### src/erc_ram.sv
// ----------------------------------------------------------------------------
// erc_ram: generic single-write, single-read RAM
// One write port and one read port; the read data is registered.
// ----------------------------------------------------------------------------
module erc_ram #(
    parameter int WIDTH = 64,
    parameter int DEPTH = 32,
    localparam int AW = (DEPTH > 1) ? $clog2(DEPTH) : 1
) (
    input  logic             clk,
    input  logic             we,
    input  logic [AW-1:0]    waddr,
    input  logic [WIDTH-1:0] wdata,
    input  logic [AW-1:0]    raddr,
    output logic [WIDTH-1:0] rdata
);

    logic [WIDTH-1:0] mem [DEPTH];
    logic [WIDTH-1:0] rdata_reg;

    always_ff @(posedge clk)
    begin
        if (we)
        begin
            mem[waddr] <= wdata;
        end
        rdata_reg <= mem[raddr];
    end

    assign rdata = rdata_reg;

endmodule

### config.mk
export PLATFORM = sky130hd
export DESIGN_NAME = erc_ram
export DESIGN_NICKNAME = d
export VERILOG_FILES = /design/src/erc_ram.sv
export SDC_FILE = /design/constraint.sdc
export NUM_CORES = 2
export LEC_CHECK = 0
export BUFFER_PORTS_ARGS = -buffer_cell sky130_fd_sc_hd__buf_4
export CORE_MARGIN = 5
export CORE_UTILIZATION = 65
export CTS_BUF_LIST = sky130_fd_sc_hd__clkbuf_8
export DETAILED_ROUTE_END_ITERATION = 8
export HOLD_SLACK_MARGIN = 0.08
export PLACE_DENSITY_LB_ADDON = 0.05
export SYNTH_ARGS = -nofsm -noshare
export SYNTH_HDL_FRONTEND = slang
export SYNTH_SLANG_ARGS = --single-unit
### constraint.sdc
create_clock -name clk -period 5.5 [get_ports clk]
set_clock_uncertainty 0.1 [all_clocks]
set_input_delay 0.825 -clock clk [delete_from_list [all_inputs] [get_ports clk]]
set_output_delay 0.825 -clock clk [all_outputs]
set_load 0.02 [all_outputs]
==> out/summary.txt <==
top cells by count, synth - 2048 x edfxtp_1, 602 x mux4_2, 74 x mux2_2
Gate Count Post-Synth - 3097
Clock Sink Count - 2112
Worst EP arrival - 3210 ps
GRT overflow - 0
setup bufs post-CTS - 0
launch point of the worst path - waddr[1]
dpl ws - 1900 ps
Comb pwr share - 5.2%
Post-Route Setup TNS - 0 ps
Post-Synth XOR/XNOR Area - 0%
Initial Utilization - 65.6%
Cell Pwr Density - 357 mW/mm²
adder-cell share of the synthesized area - 0%
EDFF count, synth - 2048
# DRC - 0
maximum clock insertion buffer count - 4
Inst Count DP - 4801
final number of setup-violating endpoints - 0
synthesized flop and latch total - 2112
Vias/cell - 6.70
nets@finish - 3667
layout cell share with drive strength beyond 1 - 35.6%
largest net degree at the start of global routing - 88
GRT Util Overall - 29.4%
CORE AREA - 0.120 mm²
first-pass GRT wire length - 264 mm
IO Port Bufs - 139
Setup crit end kind - flop
DIE AREA - 0.129 mm²
Die H - 359 µm
H-tree levels - 5
die span in x - 359 µm
drt total wl - 183 mm
Mean Syn Cell Area - 25.5 µm²
Area growth syn-to-layout - 13.6%
final worst path period need - 2710 ps
Slew HR - 27.6%
worst slew pin tran - 1090 ps
RSZ-0062 raised after global routing - false
fillers - 6473
Hold Fails Final Rpt - 0
number of global-route vias before repair - 38300
leakage - 28.9 nW
Max Cap Violations - 0
DRT iter0 DRCs - 4652
worst r2r src - mem[22][56]$_DFFE_PP_
CTS Hold Bufs - 62
final period utilization - 49.4%
crit start category - primary input
CTS resizes - 0
Setup CP Type - in2reg
Clock Root Buffer - clkbuf_8
internal power - 25.2 mW
multiplexer area fraction after synthesis - 18.7%
Syn. warnings - 0
CTS tree - yes
IR drop worst, VDD - 0.000350 V
IO Count - 140
Routed Antenna Nets - 0
post-route worst setup slack - 2790 ps
vias post-DR - 36700
CTS Buf Count - 338
count leader, synth - edfxtp_1
net switching power - 6.82 mW
Final Max Tran Viols - 0
ys async rst share - 0%
post-synthesis sequential area ratio - 79.5%
synthesized area - 0.0790 mm²
sw frac - 21.3%
max reg flops - 2048
DRT Pass-1 Iters - 5
Worst Hold Launch - wdata[35]
Yosys top cell by area - edfxtp_1
row count - 127
Clock Power Share - 38.6%
post-synth cell types - 31
CP max FO - 41
Yosys top cell area share - 77.9%
final cell utilization of the core - 74.6%
status - complete, no violations
Finished Layout Cells - 5469
Synth Flop Type - edfxtp_1
GPL Wtd Cong - 0.760
Fmax achieved - 368 MHz
top cells by area, synth - edfxtp_1 78%, mux4_2 17%, dfxtp_1 1.6%, mux2_2 1.1%, mux2i_1 0.48%
Post-Syn Nets - 3173
Reg clk slew, reported paths - 60 ps
Seq pwr share - 56.2%
largest family of logic cells by synthesized area - multiplexers
post-synthesis compound-gate area fraction - 0.466%
Tot Pwr - 32.0 mW
Routed WL per cell - 33.4 µm
Worst Hold Class - in2reg
post-DP HPWL - 92.1 mm
initial antenna violation count - 6
Simple-Gate Fraction of Synth Area - 0.379%
Worst Path Required - 5990 ps
worst skew pair latency - 1010 ps
-- power groups by stage --
stage | clock network (mW) | registers (mW) | logic [mW]
after floorplan | 0 | 18.4 | 0.898
after global placement | 0 | 18.3 | 1.59
after detailed placement | 0 | 18.3 | 1.64
after CTS | 12.6 | 18.0 | 1.69
after global routing | 13.4 | 18.0 | 1.78
final | 12.4 | 18.0 | 1.67
-- cell type report --
cell class	instances	area (µm²)	area share [%]
inverters	1	3.75	0.00418
multi-input cells	828	15700	17.5
flip-flops and latches	2112	62800	70.0
well taps	1612	2020	2.25
clock buffers	382	5260	5.86
diodes	4	10.0	0.0112
repair buffers	310	2960	3.30
clock inverters	220	1000	1.12
-- worst max-delay path, stage by stage --
cell,delay [ps]
buf_4,120
nand3b_1,680
nor2_4,1000
buf_12,430
-- final timing paths --
| kind | endpoint | slack [ps] | cells past startpoint |
|---|---|---|---|
| max | mem[13][27]$_DFFE_PP_ | 2790 | 4 |
| min | mem[3][35]$_DFFE_PP_ | 190 | 1 |
| max reg2reg | rdata[56]$_DFF_P_ | 3590 | 3 |
| min reg2reg | rdata[25]$_DFF_P_ | 710 | 4 |
-- layer usage --
layer | part of all wire (%) | track usage (%) | up-vias
li1 | - | - | 14500
met1 | 38 | 44.2 | 19500
met2 | 48 | 45.4 | 2306
met3 | 11 | 7.30 | 279
met4 | 1.9 | 7.11 | 4
met5 | 0.016 | 0 | -
-- placed cells by master, fill, tap and decap left out, types with 3 or more instances in the layout --
cell type      instances
clkbuf_8             382
inv_1                140
nor2b_1                4
buf_12                36
o2bb2ai_1              3
o21ai_0                9
dlygate4sd3_1         62
mux2i_1               38
a221oi_1              12
diode_2                4
nand3b_1               5
buf_8                  3
nor2_4                32
mux2_2                74
and2_1                 3
clkinv_1              49
clkinv_2              22
nor2_1                 9
bufinv_16              5
buf_4                207
dfxtp_1               64
o221ai_1               3
o31a_1                 3
nand2_1                3
a211oi_1               3
mux4_2               602
o22ai_1               10
edfxtp_1            2048
o211ai_1               3
a22oi_1                3
-- stage by stage --
stage | hold WS (ps) | area (µm²)
2_1_floorplan | 622 | 79000
3_3_place_gp | 664 | 82800
3_5_place_dp | 677 | 82800
4_1_cts | 83.0 | 89700
5_1_grt | 114 | 89700
6_report | 185 | 89700
-- cells by family after synthesis --
family	after synthesis
simple gates	64
compound gates	50
mux	714
flops	2112
buf+inv	157
No activity file was read; power rests on OpenSTA's default activity.
