--- config.mk ---
export PLATFORM = sky130hd
export DESIGN_NAME = erc_cell
export DESIGN_NICKNAME = d
export VERILOG_FILES = /design/src/erc_pkg.sv /design/src/erc_cell.sv
export SDC_FILE = /design/constraint.sdc
export NUM_CORES = 1
export LEC_CHECK = 0
export BUFFER_PORTS_ARGS = -buffer_cell sky130_fd_sc_hd__buf_2
export CAP_MARGIN = 20
export CORE_ASPECT_RATIO = 1.4
export CORE_MARGIN = 2
export CORE_UTILIZATION = 41
export DETAILED_ROUTE_END_ITERATION = 7
export HOLD_SLACK_MARGIN = 0.1
export PLACE_DENSITY = 0.75
export RECOVER_POWER = 25
export SLEW_MARGIN = 10
export SYNTH_ARGS = -nofsm -noshare
export SYNTH_HDL_FRONTEND = slang
export SYNTH_SLANG_ARGS = --single-unit
--- constraint.sdc ---
create_clock -name clk -period 0.9 [get_ports clk]
set_clock_uncertainty 0.05 [all_clocks]
set_input_delay 0.18 -clock clk [delete_from_list [all_inputs] [get_ports clk]]
set_output_delay 0.18 -clock clk [all_outputs]
set_load 0.05 [all_outputs]
--- src/erc_pkg.sv ---
// ----------------------------------------------------------------------------
// erc_pkg: shared types and constants of the epoch reclamation tracker
// Holds the opcode and status codes, the reader slot record and defaults.
// ----------------------------------------------------------------------------
package erc_pkg;

    localparam int READER_SLOTS_DEF = 64;
    localparam int RETIRE_DEPTH_DEF = 32;
    localparam int MAX_RESULTS      = 32;
    localparam int ID_W             = 22;
    localparam int CYC_W            = 32;
    localparam int HANDLE_W         = 32;
    localparam int GRACE_W          = 16;
    localparam logic [GRACE_W-1:0] GRACE_RESET = 16'd8;

    localparam logic [2:0] OP_ATTACH  = 3'd0;
    localparam logic [2:0] OP_REMOVE  = 3'd1;
    localparam logic [2:0] OP_RBEGIN  = 3'd2;
    localparam logic [2:0] OP_REND    = 3'd3;
    localparam logic [2:0] OP_WBEGIN  = 3'd4;
    localparam logic [2:0] OP_WEND    = 3'd5;
    localparam logic [2:0] OP_RETIRE  = 3'd6;

    localparam logic [1:0] ST_OK        = 2'd0;
    localparam logic [1:0] ST_NOT_FOUND = 2'd1;
    localparam logic [1:0] ST_BAD_ID    = 2'd2;
    localparam logic [1:0] ST_FULL      = 2'd3;

    // One reader slot: id 0 marks a free slot, cycle 0 an unlocked reader.
    typedef struct packed {
        logic [ID_W-1:0]  id;
        logic [CYC_W-1:0] cyc;
    } slot_rec_t;

endpackage

--- src/erc_cell.sv ---
// ----------------------------------------------------------------------------
// erc_cell: one reader slot of the rotating reader ring
// Holds one reader record and takes its neighbor's record on every shift.
// ----------------------------------------------------------------------------
module erc_cell
    import erc_pkg::*;
(
    input  logic      clk,
    input  logic      rst_n,
    input  logic      shift,
    input  slot_rec_t slot_in,
    output slot_rec_t slot_out
);

    slot_rec_t slot_reg;

    always_ff @(posedge clk or negedge rst_n)
    begin
        if (!rst_n)
        begin
            slot_reg <= '0;
        end
        else if (shift)
        begin
            slot_reg <= slot_in;
        end
    end

    assign slot_out = slot_reg;

endmodule

==> reports/metrics.yaml, run 1 <==
ys_ff_latch: 54
place_congestion: 0.765
dieArea_mm2: 0.00613
wl_um: 5030
max_cap_viol_count: 0
largest_register_ffs: 54
syn_avg_cell_area_um2: 19.8
cp_max_fo: 2
antenna_found_initial: 0
detail-route-antenna-nets: 0
cts_buffer_depth: 2
arrival_ps: 880
status: "complete, but fails checks"
setup_viol: 69
power_density_mw_per_mm2: 1840
clkTransAtPathRegs_ps: 100
row_count: 32
vdd_drop_max_v: 0.00100
avgViaCountPerCell: 4.61
fmax_ghz: 0.898
finalCritPeriodShare_pct: 124
crit_buf_inv: 1
grtUsageTotal_pct: 17.0
dp_cells: 292
whs_ps: 55.3
p_leak_uw: 0.00173
vias: 1462
cts_hold_buf: 1
grt_max_degree: 55
path_cells: "buf_6"
violations: "negative setup slack"
clock-sinks: 54
num-nets-final: 306
path_delay_family: "flip-flops"
numCtsBuffers: 5
worst_ep_required_time_ps: 670
drcViolationCount: 0
drive_gt1_share_pct: 99.2
clk-insertion-delay-late_ps: 290
first_global_vias: 1606
grt_pass1_wl_um: 7830
core-area_mm2: 0.00541
cts_tree: "done"
synth_warnings: 0
fin_crit_ps: 1110
drt_iter0_drc: 57
slew_headroom_pct: 74.5
die_x_um: 66.7
start_util_pct: 41.8
yosysSeqAreaShare_pct: 59.8
timing.final.ws_setup_ps: -214
syn2layout_area_growth_pct: 56.3
grt-ovfl-total: 0
worstMarginPinSlew_ps: 382
cpMaxStageDelayCell: "dfrtp_2"
dieHeight_um: 91.8
htree_num_levels: 2
num_antenna_cells: 0
reg2reg_slack_ps: -170
worstSetupPathType: "register to primary output"
end_kind: "primary output"
rsz0062_at_grt: "true"
netlist_area_mm2: 0.00226
fin_cells: 317
routedWlPerCell_um: 15.9
io_buffers: 110
cp_slowest_stage_delay_ps: 430
final-hold-violation-count: 0
dr.pass1.iters: 4
root_buffer: "clkbuf_8"
slew_viol_final: 0
synth_cells: 114
min_path_type: "input port to register"
dp_hpwl_um: 3360
synth_nets: 171
netlist-cell-type-count: 5
cp-start-kind: "register"
io_pins: 111
==> through the flow <==
stage                     setup WS, ps  util [%]  TNS, ps  cell area, um^2  power, uW
final                             -214      65.3   -11980             3530       6480
after global routing              -250      65.3   -15080             3530       6780
after CTS                         -232      64.4   -12440             3480       6520
after detailed placement          -176      54.3    -7040             2940       4740
after global placement            -158      54.3    -6290             2940       4700
after floorplan                  -59.5         -    -3180             2330       4250
==> worst paths after layout <==
path | start | endpoint | cells past startpoint
max | slot_out[12]$_DFFE_PN0P_ | slot_out[12] | 1
min | slot_in[36] | slot_out[36]$_DFFE_PN0P_ | 2
max reg2reg | slot_out[16]$_DFFE_PN0P_ | slot_out[16]$_DFFE_PN0P_ | 3
min reg2reg | slot_out[32]$_DFFE_PN0P_ | slot_out[32]$_DFFE_PN0P_ | 1
max in group asynchronous | rst_n | slot_out[43]$_DFFE_PN0P_ | 3
min in group asynchronous | rst_n | slot_out[19]$_DFFE_PN0P_ | 3
==> power breakdown <==
group	switching, uW	internal (uW)
sequential	195	2710
clock	748	533
combinational	1240	1050
total	2180	4300
==> repair_timing <==
| action | 4_1_cts | 5_1_grt |
|---|---|---|
| gates resized for setup | 113 | 7 |
| setup endpoints to repair | 54 | 67 |
| endpoints found under the hold margin | 108 | 54 |
| setup buffers | 13 | 7 |
==> cells by family (layout without fill, tap and decap cells) <==
logic type | count (synthesis) | count (layout) | share of synthesized area, %
multiplexers | 54 | 54 | 35.2
flip-flops | 54 | 54 | 59.8
buffers and inverters | 6 | 141 | 4.93
==> layout make-up <==
cell class                 instances  area, um^2
fill                             401        1880
sequential                        54        1420
clock inverter                     2        15.0
multi-input combinational         54         796
clock buffer                       5        68.8
tap                               68        85.1
timing repair buffer             134        1150
==> synthesized netlist by cell type <==
library cell / number / area [um^2]
dfrtp_1: 54 / 1350
buf_6: 1 / 11.3
mux2_4: 50 / 751
mux2_2: 4 / 45.0
buf_12: 5 / 100
==> per-layer routing <==
layer	track usage, %	wire, um
met5	0	0
met1	19.9	1870
met2	30.2	2840
met4	5.61	82
met3	3.44	241
==> cells in the final DEF, fill, tap and decap left out, drive strengths merged <==
cell type,Yosys,routed
buf,6,132
dfrtp,54,54
mux2,54,54
clkbuf,0,6
clkinvlp,0,2
dlygate4sd3,0,1
No activity file was read; power rests on OpenSTA's default activity.
==> run 2, diff against run 1 <==
==> constraint.sdc (replaced) <==
create_clock -name clk -period 0.9 [get_ports clk]
set_clock_uncertainty 0.05 [all_clocks]
set_input_delay 0.09 -clock clk [delete_from_list [all_inputs] [get_ports clk]]
set_output_delay 0.09 -clock clk [all_outputs]
set_load 0.05 [all_outputs]
==> reports/metrics.yaml, run 2 (same netlist as run 1, synthesis figures left out) <==
whs_ps: 237
p_seq_share_pct: 41.9
num-nets-final: 371
drcViolationCount: 0
cp-startpoint: "slot_out[13]$_DFFE_PN0P_"
grtUsageTotal_pct: 22.1
cp_slowest_stage_delay_ps: 450
path_depth: 1
reg2regPathDepth: 2
end_kind: "primary output"
dieHeight_um: 91.8
status: "complete, but fails checks"
root_buffer: "clkbuf_8"
start_util_pct: 41.8
layout_commonest_cell: "buf_6"
slew_viol_final: 0
wl_um: 6990
arrival_ps: 920
power_frac_comb_pct: 37.4
r2r-start: "slot_out[13]$_DFFE_PN0P_"
clockPowerShare_pct: 20.7
dp_hpwl_um: 3430
detail-route-antenna-nets: 0
cts_buffer_depth: 2
r2r-end: "slot_out[13]$_DFFE_PN0P_"
dieArea_mm2: 0.00613
min_path_type: "input port to register"
rsz0062_at_grt: "true"
htree_num_levels: 2
die_x_um: 66.7
avgViaCountPerCell: 4.66
dr.pass1.iters: 4
reg2reg_slack_ps: -100
violations: "negative setup slack"
max_cap_viol_count: 0
layout_common_cells: "buf_6 (78), dlygate4sd3_1 (55), buf_2 (54), dfrtp_2 (54), mux2_4 (51)"
worst_ep_required_time_ps: 760
drive_gt1_share_pct: 82.2
crit_end: "slot_out[13]"
final-hold-violation-count: 0
io_pins: 111
numCtsBuffers: 5
grt_max_degree: 55
cp_max_fo: 2
power_density_mw_per_mm2: 1670
path_cells: "buf_6"
cp-start-kind: "register"
worstMarginPinSlew_ps: 479
clk-insertion-delay-late_ps: 300
cts_tree: "done"
drt_iter0_drc: 50
clkTransAtPathRegs_ps: 100
setup_viol: 81
largest_register_ffs: 54
timing.final.ws_setup_ps: -159
first_global_vias: 1915
min-delay-start: "shift"
place_area_mm2: 0.00294
grt-ovfl-total: 0
finalCritPeriodShare_pct: 118
p_leak_uw: 0.00203
fmax_ghz: 0.944
vias: 1783
switching_share_pct: 33.8
fillCellCount: 309
core-area_mm2: 0.00541
slew_headroom_pct: 68.1
num_antenna_cells: 0
worstSetupPathType: "register to primary output"
grt_pass1_wl_um: 9900
path_delay_family: "flip-flops"
place_congestion: 0.733
syn2layout_area_growth_pct: 86.5
clock-sinks: 54
cpMaxStageDelayCell: "dfrtp_2"
final_area_mm2: 0.00421
p_int_uw: 4640
row_count: 32
routedWlPerCell_um: 18.2
fin_crit_ps: 1060
vdd_drop_max_v: 0.000934
io_buffers: 110
antenna_found_initial: 0
p_sw_uw: 2370
crit_buf_inv: 1
==> run 2: cell count changes in the layout (fill, tap and decap cells not counted) <==
cell / change
inv_6: +1
clkinvlp_4: -1
mux2_2: -1
dlygate4sd3_1: +54
mux2_4: +1
clkbuf_8: +1
buf_6: +13
buf_4: -1
buf_8: -1
==> run 2: timing repair <==
| action | CTS | global route |
|---|---|---|
| endpoints found under the setup margin | 54 | 75 |
| hold buffers | 55 | 0 |
| resized for setup | 117 | 15 |
| endpoints found under the hold margin | 108 | 0 |
| buffers inserted | 21 | 6 |
==> run 2: area by class of cell <==
class	instances	area [um^2]	area share, %
clock buffer	6	82.6	1.96
clock inverter	2	16.3	0.386
multi-input combinational	54	800	19.0
sequential	54	1420	33.7
tap	68	85.1	2.02
timing repair buffer	199	1810	43.0
==> run 2: worst min path at each step <==
| stage | to | slack [ps] | cells after the start |
|---|---|---|---|
| 4_1_cts | slot_out[2]$_DFFE_PN0P_ | 230 | 3 |
| 2_1_floorplan | slot_out[0]$_DFFE_PN0P_ | -260 | 0 |
| 3_3_place_gp | slot_out[11]$_DFFE_PN0P_ | 60 | 2 |
| 3_5_place_dp | slot_out[11]$_DFFE_PN0P_ | 60 | 2 |
| 5_1_grt | slot_out[2]$_DFFE_PN0P_ | 240 | 3 |
| 6_report | slot_out[2]$_DFFE_PN0P_ | 240 | 3 |
==> run 2: per-stage QoR <==
stage / setup WS, ps / power [uW] / util (%) / instances / setup TNS [ps]
after floorplan: -59.5 / 4250 / - / 114 / -3180
after global placement: -17.7 / 4710 / 54.4 / 293 / -394
after detailed placement: -43.4 / 4740 / 54.4 / 293 / -905
after CTS: -144 / 6880 / 76.3 / 377 / -8090
after global routing: -193 / 7310 / 77.9 / 383 / -12720
final: -159 / 7020 / 77.9 / 383 / -8910
==> run 2: power by group through the flow <==
stage          Combinational (uW)  Sequential (uW)  Clock, uW
6_report                     2620             2940       1450
2_1_floorplan                 491             3760          0
4_1_cts                      2510             2900       1470
3_3_place_gp                 1830             2880          0
3_5_place_dp                 1850             2890          0
5_1_grt                      2720             2970       1620
==> run 2: layer usage <==
layer	track usage, %	share of wire [%]	vias up
li1	-	-	794
met1	24.2	35	892
met2	40.5	57	78
met3	4.05	4.3	19
met4	9.35	3.3	0
met5	0	0	-
==> run 3, diff against run 2 <==
- clock period: 0.9 -> 1.3 ns (I/O delays scaled with it)
==> reports/metrics.yaml, run 3 (same netlist as run 1, synthesis figures left out) <==
numCtsBuffers: 5
fillCellCount: 386
cp-startpoint: "slot_out[36]$_DFFE_PN0P_"
dieHeight_um: 91.8
path_cells: "buf_2"
dieArea_mm2: 0.00613
slew_viol_final: 0
status: "finished clean"
reg2reg_slack_ps: 450
min_path_type: "input port to register"
p_leak_uw: 0.00181
crit_buf_inv: 1
cpMaxStageDelayCell: "dfrtp_1"
htree_num_levels: 2
grt_max_degree: 55
root_buffer: "clkbuf_8"
dr.pass1.iters: 2
post_cts_resized: 0
syn2layout_area_growth_pct: 55.0
cts_buffer_depth: 2
grtUsageMet1_pct: 20.9
first_global_vias: 1747
worstMarginPinSlew_ps: 710
num-nets-final: 343
crit_end: "slot_out[36]"
io_buffers: 110
cp_max_fo: 2
cts_tree: "done"
path_delay_family: "flip-flops"
layout_commonest_cell: "buf_2"
cp_slowest_stage_delay_ps: 390
cp-start-kind: "register"
fmax_ghz: 0.874
arrival_ps: 960
vias: 1602
layout_common_cells: "buf_2 (109), dlygate4sd3_1 (55), dfrtp_1 (54)"
avgViaCountPerCell: 4.51
grtUsageTotal_pct: 18.5
final-hold-violation-count: 0
detail-route-antenna-nets: 0
grt_busiest_layer: "met2"
path_depth: 1
core-area_mm2: 0.00541
antenna_found_initial: 0
io_pins: 111
drive_gt1_share_pct: 62.0
num_antenna_cells: 0
max_cap_viol_count: 0
dp_hpwl_um: 3150
clk-insertion-delay-late_ps: 300
drt_iter0_drc: 58
grt_use_met2_pct: 33.3
end_kind: "primary output"
finalSetupTns_ps: 0
slew_headroom_pct: 52.7
drcViolationCount: 0
clkTransAtPathRegs_ps: 90
wl_um: 5480
worst_ep_required_time_ps: 1120
row_count: 32
worstSetupPathType: "register to primary output"
power_density_mw_per_mm2: 1230
place_congestion: 0.708
rsz0062_at_grt: "false"
vdd_drop_max_v: 0.000724
gr-usage-met3_pct: 3.07
reg2regPathDepth: 1
clock-sinks: 54
start_util_pct: 41.8
grt_pass1_wl_um: 8570
setup_viol: 0
largest_register_ffs: 54
p_total_uw: 4300
finalCritPeriodShare_pct: 88.0
die_x_um: 66.7
r2r-end: "slot_out[36]$_DFFE_PN0P_"
routedWlPerCell_um: 15.4
grt-ovfl-total: 0
fin_crit_ps: 1140
r2r-start: "slot_out[36]$_DFFE_PN0P_"
## run 3: area by class of cell
type	instances	area (um^2)	area share, %
flip-flops and latches	54	1350	38.6
repair buffers	171	1170	33.5
multi-input cells	54	796	22.7
well taps	68	85.1	2.43
clock buffers	6	82.6	2.36
clock inverters	2	12.5	0.357
## run 3: through the flow
step                      setup WS (ps)  utilization (%)  cell area (um^2)  cells  hold slack (ps)
after floorplan                     256                -              2260    114             -216
after global placement              210             53.1              2870    292             92.6
after detailed placement            194             53.1              2870    292              113
after CTS                           156             65.0              3510    355              208
after global routing                103             64.8              3500    355              205
final                               155             64.8              3500    355              217
## run 3: repair_timing
item | 4_1_cts | 5_1_grt
endpoints found under the hold margin | 108 | 0
setup buffers | 0 | 0
hold buffers | 55 | 0
## run 3: worst min path at each step
stage / start / end / cells past startpoint
after global routing: shift / slot_out[40]$_DFFE_PN0P_ / 2
final: shift / slot_out[35]$_DFFE_PN0P_ / 2
after detailed placement: rst_n / slot_out[35]$_DFFE_PN0P_ / 2
after floorplan: rst_n / slot_out[0]$_DFFE_PN0P_ / 0
after CTS: shift / slot_out[34]$_DFFE_PN0P_ / 2
after global placement: rst_n / slot_out[6]$_DFFE_PN0P_ / 2
## run 3: metal layers
layer | up-vias | part of all wire [%] | wire length, um
met3 | 10 | 4.1 | 222
met1 | 799 | 36 | 1970
li1 | 734 | - | -
met5 | - | 0 | 0
met2 | 59 | 58 | 3160
met4 | 0 | 2.1 | 116
## run 3: where the power goes
group	leakage (uW)	switching, uW	internal (uW)
Sequential	0.000631	94.7	1850
Clock	0.0000472	520	429
Combinational	0.00113	866	541
